--- config.mk ---
export PLATFORM = sky130hd
export DESIGN_NAME = interrupt_priority_claim_controller
export DESIGN_NICKNAME = d
export VERILOG_FILES = /design/src/rtl/ipcc_pkg.sv /design/src/rtl/ipcc_ram.sv /design/src/rtl/ipcc_ctrl.sv /design/src/rtl/ipcc_datapath.sv /design/src/rtl/interrupt_priority_claim_controller.sv
export SDC_FILE = /design/constraint.sdc
export NUM_CORES = 2
export LEC_CHECK = 0
export BUFFER_PORTS_ARGS = -buffer_cell sky130_fd_sc_hd__buf_2
export CAP_MARGIN = 20
export CORE_MARGIN = 3
export CORE_UTILIZATION = 50
export CTS_BUF_LIST = sky130_fd_sc_hd__clkbuf_8 sky130_fd_sc_hd__clkbuf_16
export DETAILED_ROUTE_END_ITERATION = 7
export HOLD_SLACK_MARGIN = 0.12
export PLACE_DENSITY = 0.7
export SETUP_SLACK_MARGIN = 0.2
export SLEW_MARGIN = 20
export SYNTH_ARGS = -nofsm -noshare
export SYNTH_HDL_FRONTEND = slang
export SYNTH_HIERARCHICAL = 1
export SYNTH_SLANG_ARGS = --single-unit
--- constraint.sdc ---
create_clock -name clk -period 11.7 [get_ports clk]
set_input_delay 0.585 -clock clk [delete_from_list [all_inputs] [get_ports clk]]
set_output_delay 0.585 -clock clk [all_outputs]
set_load 0.02 [all_outputs]
--- src/rtl/ipcc_pkg.sv ---
// ----------------------------------------------------------------------------
// ipcc_pkg: shared types and constants of the interrupt priority claim controller
// Holds the field widths, the item mode codes and the command and status
// structs that join the controller and the datapath.
// ----------------------------------------------------------------------------
package ipcc_pkg;

    // Default configuration of the top level
    localparam int NUM_SOURCES_DEF   = 256;
    localparam int PRIORITY_BITS_DEF = 3;

    // Fixed field widths
    localparam int ID_W  = 8;
    localparam int THR_W = 3;
    localparam int VAL_W = 3;

    // Kind of input word
    typedef enum logic [1:0] {
        MODE_EDGE     = 2'd0,
        MODE_COMPLETE = 2'd1,
        MODE_PRIORITY = 2'd2,
        MODE_ENABLE   = 2'd3
    } mode_t;

    // Commands from the controller to the datapath
    typedef struct packed {
        logic clr_wr;      // clear the entry at the sweep counter
        logic capture;     // latch the accepted input word
        logic rd_item;     // read the entry of the latched source
        logic wr_item;     // update the entry of the latched source
        logic scan_start;  // reset the best candidate and the scan counter
        logic scan_rd;     // read the entry at the scan counter and advance
        logic finish;      // update claim and level, load the result word
    } ipcc_cmd_t;

    // Status from the datapath to the controller
    typedef struct packed {
        logic clr_last;    // sweep counter at the last entry
        logic need_scan;   // latched word asks for a rescan
        logic scan_last;   // scan counter at the last source
        logic out_free;    // result register can take a word this cycle
    } ipcc_status_t;

endpackage

--- src/rtl/ipcc_ram.sv ---
// ----------------------------------------------------------------------------
// ipcc_ram: generic single-port-write RAM with registered read
// One write and one read address per cycle; read data is registered and
// appears in the cycle after the read enable.
// ----------------------------------------------------------------------------
module ipcc_ram #(
    parameter int WIDTH = 8,
    parameter int DEPTH = 256
) (
    input  logic                     clk,
    input  logic                     we,
    input  logic [$clog2(DEPTH)-1:0] waddr,
    input  logic [WIDTH-1:0]         wdata,
    input  logic                     re,
    input  logic [$clog2(DEPTH)-1:0] raddr,
    output logic [WIDTH-1:0]         rdata
);

    logic [WIDTH-1:0] mem_reg [DEPTH];
    logic [WIDTH-1:0] rdata_reg;

    // Write port
    always_ff @(posedge clk)
    begin
        if (we)
        begin
            mem_reg[waddr] <= wdata;
        end
    end

    // Registered read port
    always_ff @(posedge clk)
    begin
        if (re)
        begin
            rdata_reg <= mem_reg[raddr];
        end
    end

    assign rdata = rdata_reg;

endmodule

--- src/rtl/ipcc_ctrl.sv ---
// ----------------------------------------------------------------------------
// ipcc_ctrl: sequencer of the interrupt priority claim controller
// Runs the clearing sweep after reset, then for each input word a
// read-modify-write of the source entry, an optional rescan of all sources
// and the hand-off of the result word.
// ----------------------------------------------------------------------------
module ipcc_ctrl
    import ipcc_pkg::*;
(
    input  logic         clk,
    input  logic         rst_n,
    input  logic         in_valid,
    output logic         in_stall,
    input  ipcc_status_t status,
    output ipcc_cmd_t    cmd
);

    typedef enum logic [6:0] {
        ST_CLEAR  = 7'b0000001,
        ST_IDLE   = 7'b0000010,
        ST_READ   = 7'b0000100,
        ST_MODIFY = 7'b0001000,
        ST_SCAN   = 7'b0010000,
        ST_DRAIN  = 7'b0100000,
        ST_FINISH = 7'b1000000
    } state_t;

    state_t state_reg;
    state_t state_next;

    // Take a word only when idle
    assign in_stall = (state_reg != ST_IDLE);

    // Next state and commands
    always_comb
    begin
        state_next = state_reg;
        cmd        = '0;
        case (state_reg)
            ST_CLEAR:
            begin
                cmd.clr_wr = 1'b1;
                if (status.clr_last)
                begin
                    state_next = ST_IDLE;
                end
            end
            ST_IDLE:
            begin
                if (in_valid)
                begin
                    cmd.capture = 1'b1;
                    state_next  = ST_READ;
                end
            end
            ST_READ:
            begin
                cmd.rd_item = 1'b1;
                state_next  = ST_MODIFY;
            end
            ST_MODIFY:
            begin
                cmd.wr_item = 1'b1;
                if (status.need_scan)
                begin
                    cmd.scan_start = 1'b1;
                    state_next     = ST_SCAN;
                end
                else
                begin
                    state_next = ST_FINISH;
                end
            end
            ST_SCAN:
            begin
                cmd.scan_rd = 1'b1;
                if (status.scan_last)
                begin
                    state_next = ST_DRAIN;
                end
            end
            ST_DRAIN:
            begin
                state_next = ST_FINISH;
            end
            ST_FINISH:
            begin
                if (status.out_free)
                begin
                    cmd.finish = 1'b1;
                    state_next = ST_IDLE;
                end
            end
            default:
            begin
                state_next = ST_IDLE;
            end
        endcase
    end

    // State register
    always_ff @(posedge clk or negedge rst_n)
    begin
        if (!rst_n)
        begin
            state_reg <= ST_CLEAR;
        end
        else
        begin
            state_reg <= state_next;
        end
    end

endmodule

--- src/rtl/ipcc_datapath.sv ---
// ----------------------------------------------------------------------------
// ipcc_datapath: storage and scan logic of the interrupt priority claim controller
// Keeps pending, enable and priority of every source in one RAM, the
// threshold, the claim register and interrupt level, and the result register.
// ----------------------------------------------------------------------------
module ipcc_datapath
    import ipcc_pkg::*;
#(
    parameter int NUM_SOURCES   = NUM_SOURCES_DEF,
    parameter int PRIORITY_BITS = PRIORITY_BITS_DEF
) (
    input  logic             clk,
    input  logic             rst_n,
    input  logic [1:0]       mode,
    input  logic [ID_W-1:0]  source_id,
    input  logic [VAL_W-1:0] write_value,
    input  logic             priority_threshold_we,
    input  logic [THR_W-1:0] priority_threshold_wdata,
    input  logic             out_stall,
    output logic             out_valid,
    output logic [ID_W-1:0]  claim_id,
    output logic             core_irq,
    input  ipcc_cmd_t        cmd,
    output ipcc_status_t     status
);

    localparam int IDX_W   = $clog2(NUM_SOURCES);
    localparam int ENT_W   = PRIORITY_BITS + 2;
    localparam int CMP_W   = (PRIORITY_BITS > THR_W) ? PRIORITY_BITS : THR_W;
    localparam int IDX_X_W = (IDX_W > ID_W) ? IDX_W : ID_W;
    localparam logic [IDX_W-1:0] LAST_IDX = IDX_W'(NUM_SOURCES - 1);

    // Entry layout: pending, enable, priority
    localparam int PEND_BIT = ENT_W - 1;
    localparam int EN_BIT   = ENT_W - 2;

    logic [THR_W-1:0]         thr_reg, thr_next;
    mode_t                    mode_reg, mode_next;
    logic [ID_W-1:0]          id_reg, id_next;
    logic [VAL_W-1:0]         val_reg, val_next;
    logic [IDX_W-1:0]         clr_idx_reg, clr_idx_next;
    logic [IDX_W-1:0]         scan_idx_reg, scan_idx_next;
    logic                     eval_vld_reg, eval_vld_next;
    logic [IDX_W-1:0]         eval_id_reg, eval_id_next;
    logic [IDX_W-1:0]         best_id_reg, best_id_next;
    logic [PRIORITY_BITS-1:0] best_prio_reg, best_prio_next;
    logic                     scanned_reg, scanned_next;
    logic [ID_W-1:0]          claim_reg, claim_next;
    logic                     irq_reg, irq_next;
    logic                     out_valid_reg, out_valid_next;

    logic                     id_ok;
    logic [IDX_W-1:0]         id_idx;
    logic [IDX_X_W-1:0]       id_wide;
    logic [IDX_X_W-1:0]       best_wide;
    logic [CMP_W-1:0]         val_wide;
    logic [CMP_W-1:0]         prio_wide;
    logic [CMP_W-1:0]         thr_wide;
    logic [ENT_W-1:0]         rdata;
    logic [ENT_W-1:0]         ent_new;
    logic                     ent_we;
    logic                     hit;
    logic                     found;

    logic                     ram_we;
    logic [IDX_W-1:0]         ram_waddr;
    logic [ENT_W-1:0]         ram_wdata;
    logic                     ram_re;
    logic [IDX_W-1:0]         ram_raddr;

    // Source entry store
    ipcc_ram #(
        .WIDTH (ENT_W),
        .DEPTH (NUM_SOURCES)
    ) u_ram (
        .clk   (clk),
        .we    (ram_we),
        .waddr (ram_waddr),
        .wdata (ram_wdata),
        .re    (ram_re),
        .raddr (ram_raddr),
        .rdata (rdata)
    );

    // Decode the latched source id
    assign id_ok   = {{(32 - ID_W){1'b0}}, id_reg} < 32'(NUM_SOURCES);
    assign id_wide = IDX_X_W'(id_reg);
    assign id_idx  = id_wide[IDX_W-1:0];

    // Modify the entry of the latched source
    always_comb
    begin
        val_wide = CMP_W'(val_reg);
        ent_new  = rdata;
        ent_we   = 1'b0;
        case (mode_reg)
            MODE_EDGE:
            begin
                ent_new[PEND_BIT] = 1'b1;
                ent_we = id_ok && (id_reg != '0) && rdata[EN_BIT];
            end
            MODE_COMPLETE:
            begin
                ent_new[PEND_BIT] = 1'b0;
                ent_we = id_ok;
            end
            MODE_PRIORITY:
            begin
                ent_new[PRIORITY_BITS-1:0] = val_wide[PRIORITY_BITS-1:0];
                ent_we = id_ok;
            end
            MODE_ENABLE:
            begin
                ent_new[EN_BIT] = val_reg[0];
                ent_we = id_ok;
            end
            default:
            begin
                ent_we = 1'b0;
            end
        endcase
    end

    // Rescan after an accepted edge or any complete
    assign status.need_scan = (mode_reg == MODE_COMPLETE)
                           || ((mode_reg == MODE_EDGE) && ent_we);
    assign status.clr_last  = (clr_idx_reg == LAST_IDX);
    assign status.scan_last = (scan_idx_reg == LAST_IDX);
    assign status.out_free  = !out_valid_reg || !out_stall;

    // RAM port selection
    assign ram_we    = cmd.clr_wr || (cmd.wr_item && ent_we);
    assign ram_waddr = cmd.clr_wr ? clr_idx_reg : id_idx;
    assign ram_wdata = cmd.clr_wr ? '0 : ent_new;
    assign ram_re    = cmd.rd_item || cmd.scan_rd;
    assign ram_raddr = cmd.scan_rd ? scan_idx_reg : id_idx;

    // Candidate compare on the entry read in the previous cycle
    assign prio_wide = CMP_W'(rdata[PRIORITY_BITS-1:0]);
    assign thr_wide  = CMP_W'(thr_reg);
    assign hit       = eval_vld_reg && rdata[PEND_BIT] && (prio_wide > thr_wide)
                    && (rdata[PRIORITY_BITS-1:0] > best_prio_reg);
    assign found     = (best_id_reg != '0);
    assign best_wide = IDX_X_W'(best_id_reg);

    // Next values
    always_comb
    begin
        thr_next       = thr_reg;
        mode_next      = mode_reg;
        id_next        = id_reg;
        val_next       = val_reg;
        clr_idx_next   = clr_idx_reg;
        scan_idx_next  = scan_idx_reg;
        eval_vld_next  = cmd.scan_rd;
        eval_id_next   = scan_idx_reg;
        best_id_next   = best_id_reg;
        best_prio_next = best_prio_reg;
        scanned_next   = scanned_reg;
        claim_next     = claim_reg;
        irq_next       = irq_reg;
        out_valid_next = out_valid_reg && out_stall;

        if (priority_threshold_we)
        begin
            thr_next = priority_threshold_wdata;
        end
        if (cmd.clr_wr)
        begin
            clr_idx_next = clr_idx_reg + 1'b1;
        end
        if (cmd.capture)
        begin
            mode_next    = mode_t'(mode);
            id_next      = source_id;
            val_next     = write_value;
            scanned_next = 1'b0;
        end
        if (cmd.scan_start)
        begin
            scan_idx_next  = IDX_W'(1);
            best_id_next   = '0;
            best_prio_next = '0;
            scanned_next   = 1'b1;
        end
        if (cmd.scan_rd)
        begin
            scan_idx_next = scan_idx_reg + 1'b1;
        end
        if (hit)
        begin
            best_id_next   = eval_id_reg;
            best_prio_next = rdata[PRIORITY_BITS-1:0];
        end
        if (cmd.finish)
        begin
            out_valid_next = 1'b1;
            if (scanned_reg)
            begin
                if (found)
                begin
                    claim_next = best_wide[ID_W-1:0];
                    irq_next   = 1'b1;
                end
                else
                begin
                    claim_next = '0;
                    if (mode_reg == MODE_COMPLETE)
                    begin
                        irq_next = 1'b0;
                    end
                end
            end
        end
    end

    // Control and state registers
    always_ff @(posedge clk or negedge rst_n)
    begin
        if (!rst_n)
        begin
            thr_reg       <= '0;
            clr_idx_reg   <= '0;
            eval_vld_reg  <= 1'b0;
            scanned_reg   <= 1'b0;
            claim_reg     <= '0;
            irq_reg       <= 1'b0;
            out_valid_reg <= 1'b0;
        end
        else
        begin
            thr_reg       <= thr_next;
            clr_idx_reg   <= clr_idx_next;
            eval_vld_reg  <= eval_vld_next;
            scanned_reg   <= scanned_next;
            claim_reg     <= claim_next;
            irq_reg       <= irq_next;
            out_valid_reg <= out_valid_next;
        end
    end

    // Payload registers
    always_ff @(posedge clk)
    begin
        mode_reg      <= mode_next;
        id_reg        <= id_next;
        val_reg       <= val_next;
        scan_idx_reg  <= scan_idx_next;
        eval_id_reg   <= eval_id_next;
        best_id_reg   <= best_id_next;
        best_prio_reg <= best_prio_next;
    end

    assign out_valid = out_valid_reg;
    assign claim_id  = claim_reg;
    assign core_irq  = irq_reg;

endmodule

--- src/rtl/interrupt_priority_claim_controller.sv ---
// ----------------------------------------------------------------------------
// interrupt_priority_claim_controller: platform interrupt controller, one target
// Input words carry a source edge, a complete, a priority write or an enable
// write; every word returns one result word with claim id and irq level.
//
// Input channel: in_valid / in_stall with mode, source_id, write_value.
// Output channel: out_valid / out_stall with claim_id and core_irq.
// Threshold: priority_threshold_we with priority_threshold_wdata, write only.
//
// An edge on an enabled nonzero source or any complete rescans all sources in
// one RAM pass; other words update their entry without a rescan.
// The scan reads one source entry per cycle from the entry RAM.
// A result waits in the output register while out_stall is high; the next
// word is accepted meanwhile and holds before its own result until the
// register frees.
// After reset a sweep clears every entry of the entry RAM while
// in_stall stays high; threshold writes are taken during that sweep.
// ----------------------------------------------------------------------------
module interrupt_priority_claim_controller
    import ipcc_pkg::*;
#(
    parameter int NUM_SOURCES   = NUM_SOURCES_DEF,
    parameter int PRIORITY_BITS = PRIORITY_BITS_DEF
) (
    input  logic             clk,
    input  logic             rst_n,
    input  logic             in_valid,
    output logic             in_stall,
    input  logic [1:0]       mode,
    input  logic [ID_W-1:0]  source_id,
    input  logic [VAL_W-1:0] write_value,
    output logic             out_valid,
    input  logic             out_stall,
    output logic [ID_W-1:0]  claim_id,
    output logic             core_irq,
    input  logic             priority_threshold_we,
    input  logic [THR_W-1:0] priority_threshold_wdata
);

    ipcc_cmd_t    cmd;
    ipcc_status_t status;

    // Sequencer
    ipcc_ctrl u_ctrl (
        .clk      (clk),
        .rst_n    (rst_n),
        .in_valid (in_valid),
        .in_stall (in_stall),
        .status   (status),
        .cmd      (cmd)
    );

    // Storage and scan
    ipcc_datapath #(
        .NUM_SOURCES   (NUM_SOURCES),
        .PRIORITY_BITS (PRIORITY_BITS)
    ) u_datapath (
        .clk                      (clk),
        .rst_n                    (rst_n),
        .mode                     (mode),
        .source_id                (source_id),
        .write_value              (write_value),
        .priority_threshold_we    (priority_threshold_we),
        .priority_threshold_wdata (priority_threshold_wdata),
        .out_stall                (out_stall),
        .out_valid                (out_valid),
        .claim_id                 (claim_id),
        .core_irq                 (core_irq),
        .cmd                      (cmd),
        .status                   (status)
    );

    // One word at a time: busy right after an accept
    assert property (@(posedge clk) disable iff (!rst_n)
        in_valid && !in_stall |=> in_stall)
        else $error("input accepted while a word is in progress");

    // A nonzero claim always comes with a raised interrupt
    assert property (@(posedge clk) disable iff (!rst_n)
        out_valid && (claim_id != '0) |-> core_irq)
        else $error("claim id set with interrupt low");

    // No result is loaded and no word is captured while the clearing sweep runs
    assert property (@(posedge clk) disable iff (!rst_n)
        cmd.clr_wr |-> !cmd.finish && !cmd.capture)
        else $error("item activity during clearing sweep");

endmodule

Word level (Yosys, flattened, before mapping)
Memory sizes are Yosys's and may differ from the RTL's. A register that Yosys moved wholly into a read port is not among the register bits.
Index checks and enable logic that the tools add are counted.
{"block": "op_classes", "reduce_logical": 24, "muxes": 36, "addsub": 2, "order_cmp": 2, "n_eq_ne": 17}
{"cell": "two-way mux 8 bit", "count": 7}
{"cell": "case mux 7 bit (7 select lines)", "count": 1}
{"cell": "two-way mux 7 bit", "count": 5}
{"cell": "adder 8 x 1 -> 8 bit (second input constant)", "count": 2}
{"cell": "equality test 8 bit (second input constant)", "count": 2}
{"cell": "two-way mux 1 bit", "count": 16}
{"cell": "nonzero test 8 bit", "count": 2}
{"cell": "two-way mux 3 bit", "count": 3}
{"cell": "!= test 2 bit (second input constant)", "count": 4}
{"cell": "nonzero test 2 bit", "count": 4}
{"cell": "equality test 7 x 1 -> 1 bit (second input constant)", "count": 1}
{"cell": "equality test 7 x 2 -> 1 bit (second input constant)", "count": 1}
{"cell": "equality test 7 x 3 -> 1 bit (second input constant)", "count": 1}
{"cell": "equality test 7 x 4 -> 1 bit (second input constant)", "count": 1}
{"cell": "equality test 7 x 5 -> 1 bit (second input constant)", "count": 1}
{"cell": "equality test 7 x 6 -> 1 bit (second input constant)", "count": 1}
{"cell": "equality test 7 bit (second input constant)", "count": 1}
{"cell": "logical AND 1 bit", "count": 7}
{"cell": "!= test 7 x 2 -> 1 bit (second input constant)", "count": 1}
{"cell": "greater-than comparator 3 bit", "count": 2}
{"cell": "two-way mux 5 bit", "count": 1}
{"cell": "equality test 2 bit (second input constant)", "count": 2}
{"cell": "logical OR 1 bit", "count": 4}
{"cell": "case mux 1 bit (2 select lines)", "count": 2}
{"cell": "other kinds (8)", "count": 9}
{"block": "word_totals", "ram_bits": 1280, "regBits": 70, "in_bits": 21, "output_inout_bits": 11, "n_memories": 1}
{"name": "u_datapath.u_ram.mem_reg", "words": 256, "width": 5, "rd": 1, "rd_ports_with_merged_regs": 1, "write_ports": 1, "line": "ipcc_ram.sv:19", "source": "logic [WIDTH-1:0] mem_reg [DEPTH];"}

Depth between registers and ports, before layout
{"block": "depth", "word_depth": 11, "depth_mapped": 18, "mapped_depth_nobuf": 11}

By module
Netlist, hierarchy kept.
{"mod": "ipcc_ram", "cells_each": 2497, "instances": 1, "seq_area_each_um2": 38587.0, "area_per_inst_um2": 50334.5}
{"mod": "ipcc_datapath", "cells_each": 225, "instances": 1, "seq_area_each_um2": 1696.6, "area_per_inst_um2": 2738.9}
{"mod": "ipcc_ctrl", "cells_each": 43, "instances": 1, "seq_area_each_um2": 176.4, "area_per_inst_um2": 454.2}

Least setup slack after synthesis
OpenSTA, ideal clock, no wires.
{"block": "synth_timing", "kind": "reg2reg", "start": "register u_ctrl.state_reg[5]", "end": "memory u_datapath/u_ram/mem_reg[0][3] in the netlist's numbering (data pin)", "setup_slack_ps": 2340, "required_time_ps": 10123, "arrival_time_ps": 7783, "synth_period_minus_slack_ps": 9360, "path_stages_with_launch": 6, "n_path_buf": 2, "cell_sequence": "dfrtp_1 -> buf_4 -> nor3_2 -> and4b_4 -> buf_1 -> a21oi_1"}
{"item": "from (decl)", "line": "ipcc_ctrl.sv:28", "source": "state_t state_reg;"}
{"item": "from (signal assigned)", "line": "ipcc_ctrl.sv:110", "source": "state_reg <= state_next;"}
{"item": "to (decl)", "line": "ipcc_ram.sv:19"}

==> qor.txt <==
Design Area, Final - 0.0597 mm²
Clk pin slew, worst setup/hold paths - 60 ps
Placed Area - 0.0551 mm²
Crit path kind - flop to flop
Synth Register Bits - 1,355
Die area - 0.111 mm²
Total Wirelength - 130,000 µm
Clock Tree Buf Depth - 3
Avg Inst Size Synth - 19.4 µm²
Layout cell share with drive strength beyond 1 - 0.211
Yosys Warn Count - 6
Global route overflow - 0
Nets - 2,861
Effective utilization at floorplan - 0.506
Antenna-violating nets left - 0
DR vias/cell - 6.43
Avg WL per Cell - 30.0 µm
Clk Latency, worst-skew pair - 740 ps
CP most frequent cell - buf_4
Non-Filler Instances - 4,325
Main synth FF type - edfxtp_1
Die width - 333 µm
Dominant cells by area after synthesis - edfxtp_1 74%, mux4_2 12%, nor2_1 2.1%, mux2i_1 1.9%, dfrtp_1 1.4%
Worst clock skew - 31.5 ps
Synth Area in Simple Gates - 0.0467
Final Hold Fails - 0
Share of the synthesized area in the top cell type - 0.739
Nature of the critical path startpoint - flop
Worst hold margin - 172 ps
Synth Area in Adders - 0.00187
Worst path buffer plus inverter count - 5
Residual DRC count - 0
Routed vias - 27,800
Leak Pwr - 18.8 nW
Switching Share - 0.267
Most frequent cells in the layout - 1,317 x edfxtp_1, 291 x nor2_1, 289 x mux4_2
CTS Buf Count - 133
Largest delay share family, worst path - buffers and inverters
Post-CTS resize count - 0
Multiplexer share of the synthesized area - 0.146
Flop pwr share - 0.480
EDFF count, synth - 1,317
Hold Crit Class - primary input to flop
DP Cell Count - 4,061
Cell Rows - 119
Int Pwr - 8.82 mW
Cells after Synth - 2,765
Worst path cell trace - nor2_1 > nand2_1 > nor4b_4 > buf_4 > nand2_1 > o21ai_4 > buf_12 > buf_16 > buf_4 > buf_4 > mux4_2 > a22o_1 > nor3_1 > a21oi_1 > a221o_1
Worst Tran Pin Value - 1150 ps
Root Driver - clkbuf_16
Drt first pass iters - 8
Max incr delay on CP - 910 ps
Max Slew Vio Count - 0
Compound-cell area share of the yosys netlist - 0.0311
Status - finished, final reports clean
DRT iter0 DRCs - 3,763
Crit path required time - 12,180 ps
PwrDens - 202 mW/mm²
Post-DP HPWL - 78,000 µm
Min Tclk post-route - 6100 ps
Final Cycle Share - 0.521
Logic pwr share - 0.173
Largest family of logic cells by synthesized area - multiplexers
Critical-path maximum fanout - 68
Initial antenna violation count - 0
Tot GR Track Use - 0.236
Clock share of power - 0.346
Achievable frequency - 164 MHz
First-pass GRT wire length - 192,000 µm
Total power - 12.0 mW
ANT cells - 0
Crit path DAT - 6580 ps
H-tree levels - 4
Max reg flops - 1,280
Post-synthesis cell type count - 65
Ports - 32
Setup-failing EPs final - 0
Setup TNS - 0 ps
Relative slew margins - 0.227
Core ar. - 0.106 mm²
CP max stage cell - buf_4
Net Count, Synth - 2,794
Sequential element share of the synthesized area - 0.756
Vias in the first global route - 28,200
RSZ-0062 raised after global routing - false
Async S/R FF share, synth - 0.0221
Largest net degree at the start of global routing - 257
Post-Syn Area - 0.0535 mm²
Most common cell after layout, fill and taps aside - edfxtp_1
CTS tree - done
Placer Congestion - 0.858
IO buf count - 31
Cell taking the most area after synthesis - edfxtp_1
# Max-Cap Violations - 0
Max VDD drop - 0.170 mV
XOR/XNOR Fraction of Synth Area - 0.00180
Chip Height - 333 µm
Area growth from synthesis to layout - 11.6%
Crit end category - flop
Sink Count - 1,355
Sw power - 3.22 mW
## metrics by stage
step,util,setup WS (ps)
after floorplan,-,2340
after global placement,0.521,5630
after detailed placement,0.521,5570
after CTS,0.564,5500
after global routing,0.565,5030
final,0.565,5600
## synth_stat cells (all sizes together) (6+ instances only)
| cell | number |
|---|---|
| a211oi | 11 |
| a21oi | 33 |
| a221oi | 7 |
| a22o | 7 |
| a22oi | 46 |
| a31oi | 7 |
| a32oi | 6 |
| and2 | 6 |
| buf | 70 |
| clkbuf | 93 |
| dfrtp | 29 |
| dfxtp | 8 |
| edfxtp | 1317 |
| ha | 8 |
| inv | 28 |
| mux2 | 28 |
| mux2i | 99 |
| mux4 | 289 |
| nand2 | 66 |
| nand2b | 14 |
| nand3 | 48 |
| nand4 | 20 |
| nor2 | 296 |
| nor2b | 18 |
| nor3 | 30 |
| nor4 | 20 |
| o21ai | 28 |
| o221ai | 10 |
| o22ai | 35 |
| o31ai | 8 |
| or2 | 6 |
| or3 | 7 |
| xor2 | 7 |
## tightest hold or removal path, stage by stage
cell      delay [ps]
buf_2             80
nand2_1           90
nand2b_1         100
## kinds of logic after synthesis
| kind of cell | Yosys count |
|---|---|
| AO/OA/AOI/OAI | 237 |
| XOR/XNOR | 11 |
| adder cells (fa/ha/maj) | 8 |
| buffers and inverters | 191 |
| flip-flops | 1355 |
| multiplexers | 416 |
| AND/OR/NAND/NOR | 547 |
## power groups by stage
| stage | Combinational (mW) | Clock, mW | Sequential, mW |
|---|---|---|---|
| 4_1_cts | 2.04 | 4.24 | 5.79 |
| 6_report | 2.09 | 4.17 | 5.79 |
| 3_5_place_dp | 2.03 | 0 | 5.89 |
| 5_1_grt | 2.20 | 4.44 | 5.79 |
| 2_1_floorplan | 1.31 | 0 | 6.01 |
| 3_3_place_gp | 1.98 | 0 | 5.89 |
## metal layers
metal	global-route usage	up-vias	part of all wire
met5	0	-	0
met4	0.0974	0	0.044
met3	0.0524	307	0.10
met2	0.366	1629	0.47
met1	0.329	14500	0.39
li1	-	11400	-
## cell type report
cell class                      count  area, µm²
Tap cell                         1391       1740
Clock inverter                    100        855
Inverter                           28        105
Sequential cell                  1355      40500
Clock buffer                      137       3430
Multi-Input combinational cell   1219      12300
Fill cell                        7630      46000
Timing Repair Buffer               95        836
## worst paths after layout
check	slack, ps	depth (start not counted)	endpoint	startpoint
setup / recovery	5600	15	u_datapath/u_ram/rdata[3]	u_ctrl/state_reg[2]
hold / removal	170	3	u_datapath/out_valid	out_stall
setup reg to reg	5600	15	u_datapath/u_ram/rdata[3]	u_ctrl/state_reg[2]
hold reg to reg	480	0	u_datapath/eval_id_reg[7]	u_datapath/eval_id_next[7]
max in group asynchronous	10810	2	u_datapath/thr_reg[0]	rst_n
min in group asynchronous	430	2	u_datapath/clr_idx_reg[6]	rst_n
## what timing repair did
action | 4_1_cts | 5_1_grt
hold buffers | 23 | 0
endpoints found under the hold margin | 47 | 0
buffers inserted | 0 | 0
Note: power is estimated with default switching activity, not from simulation.
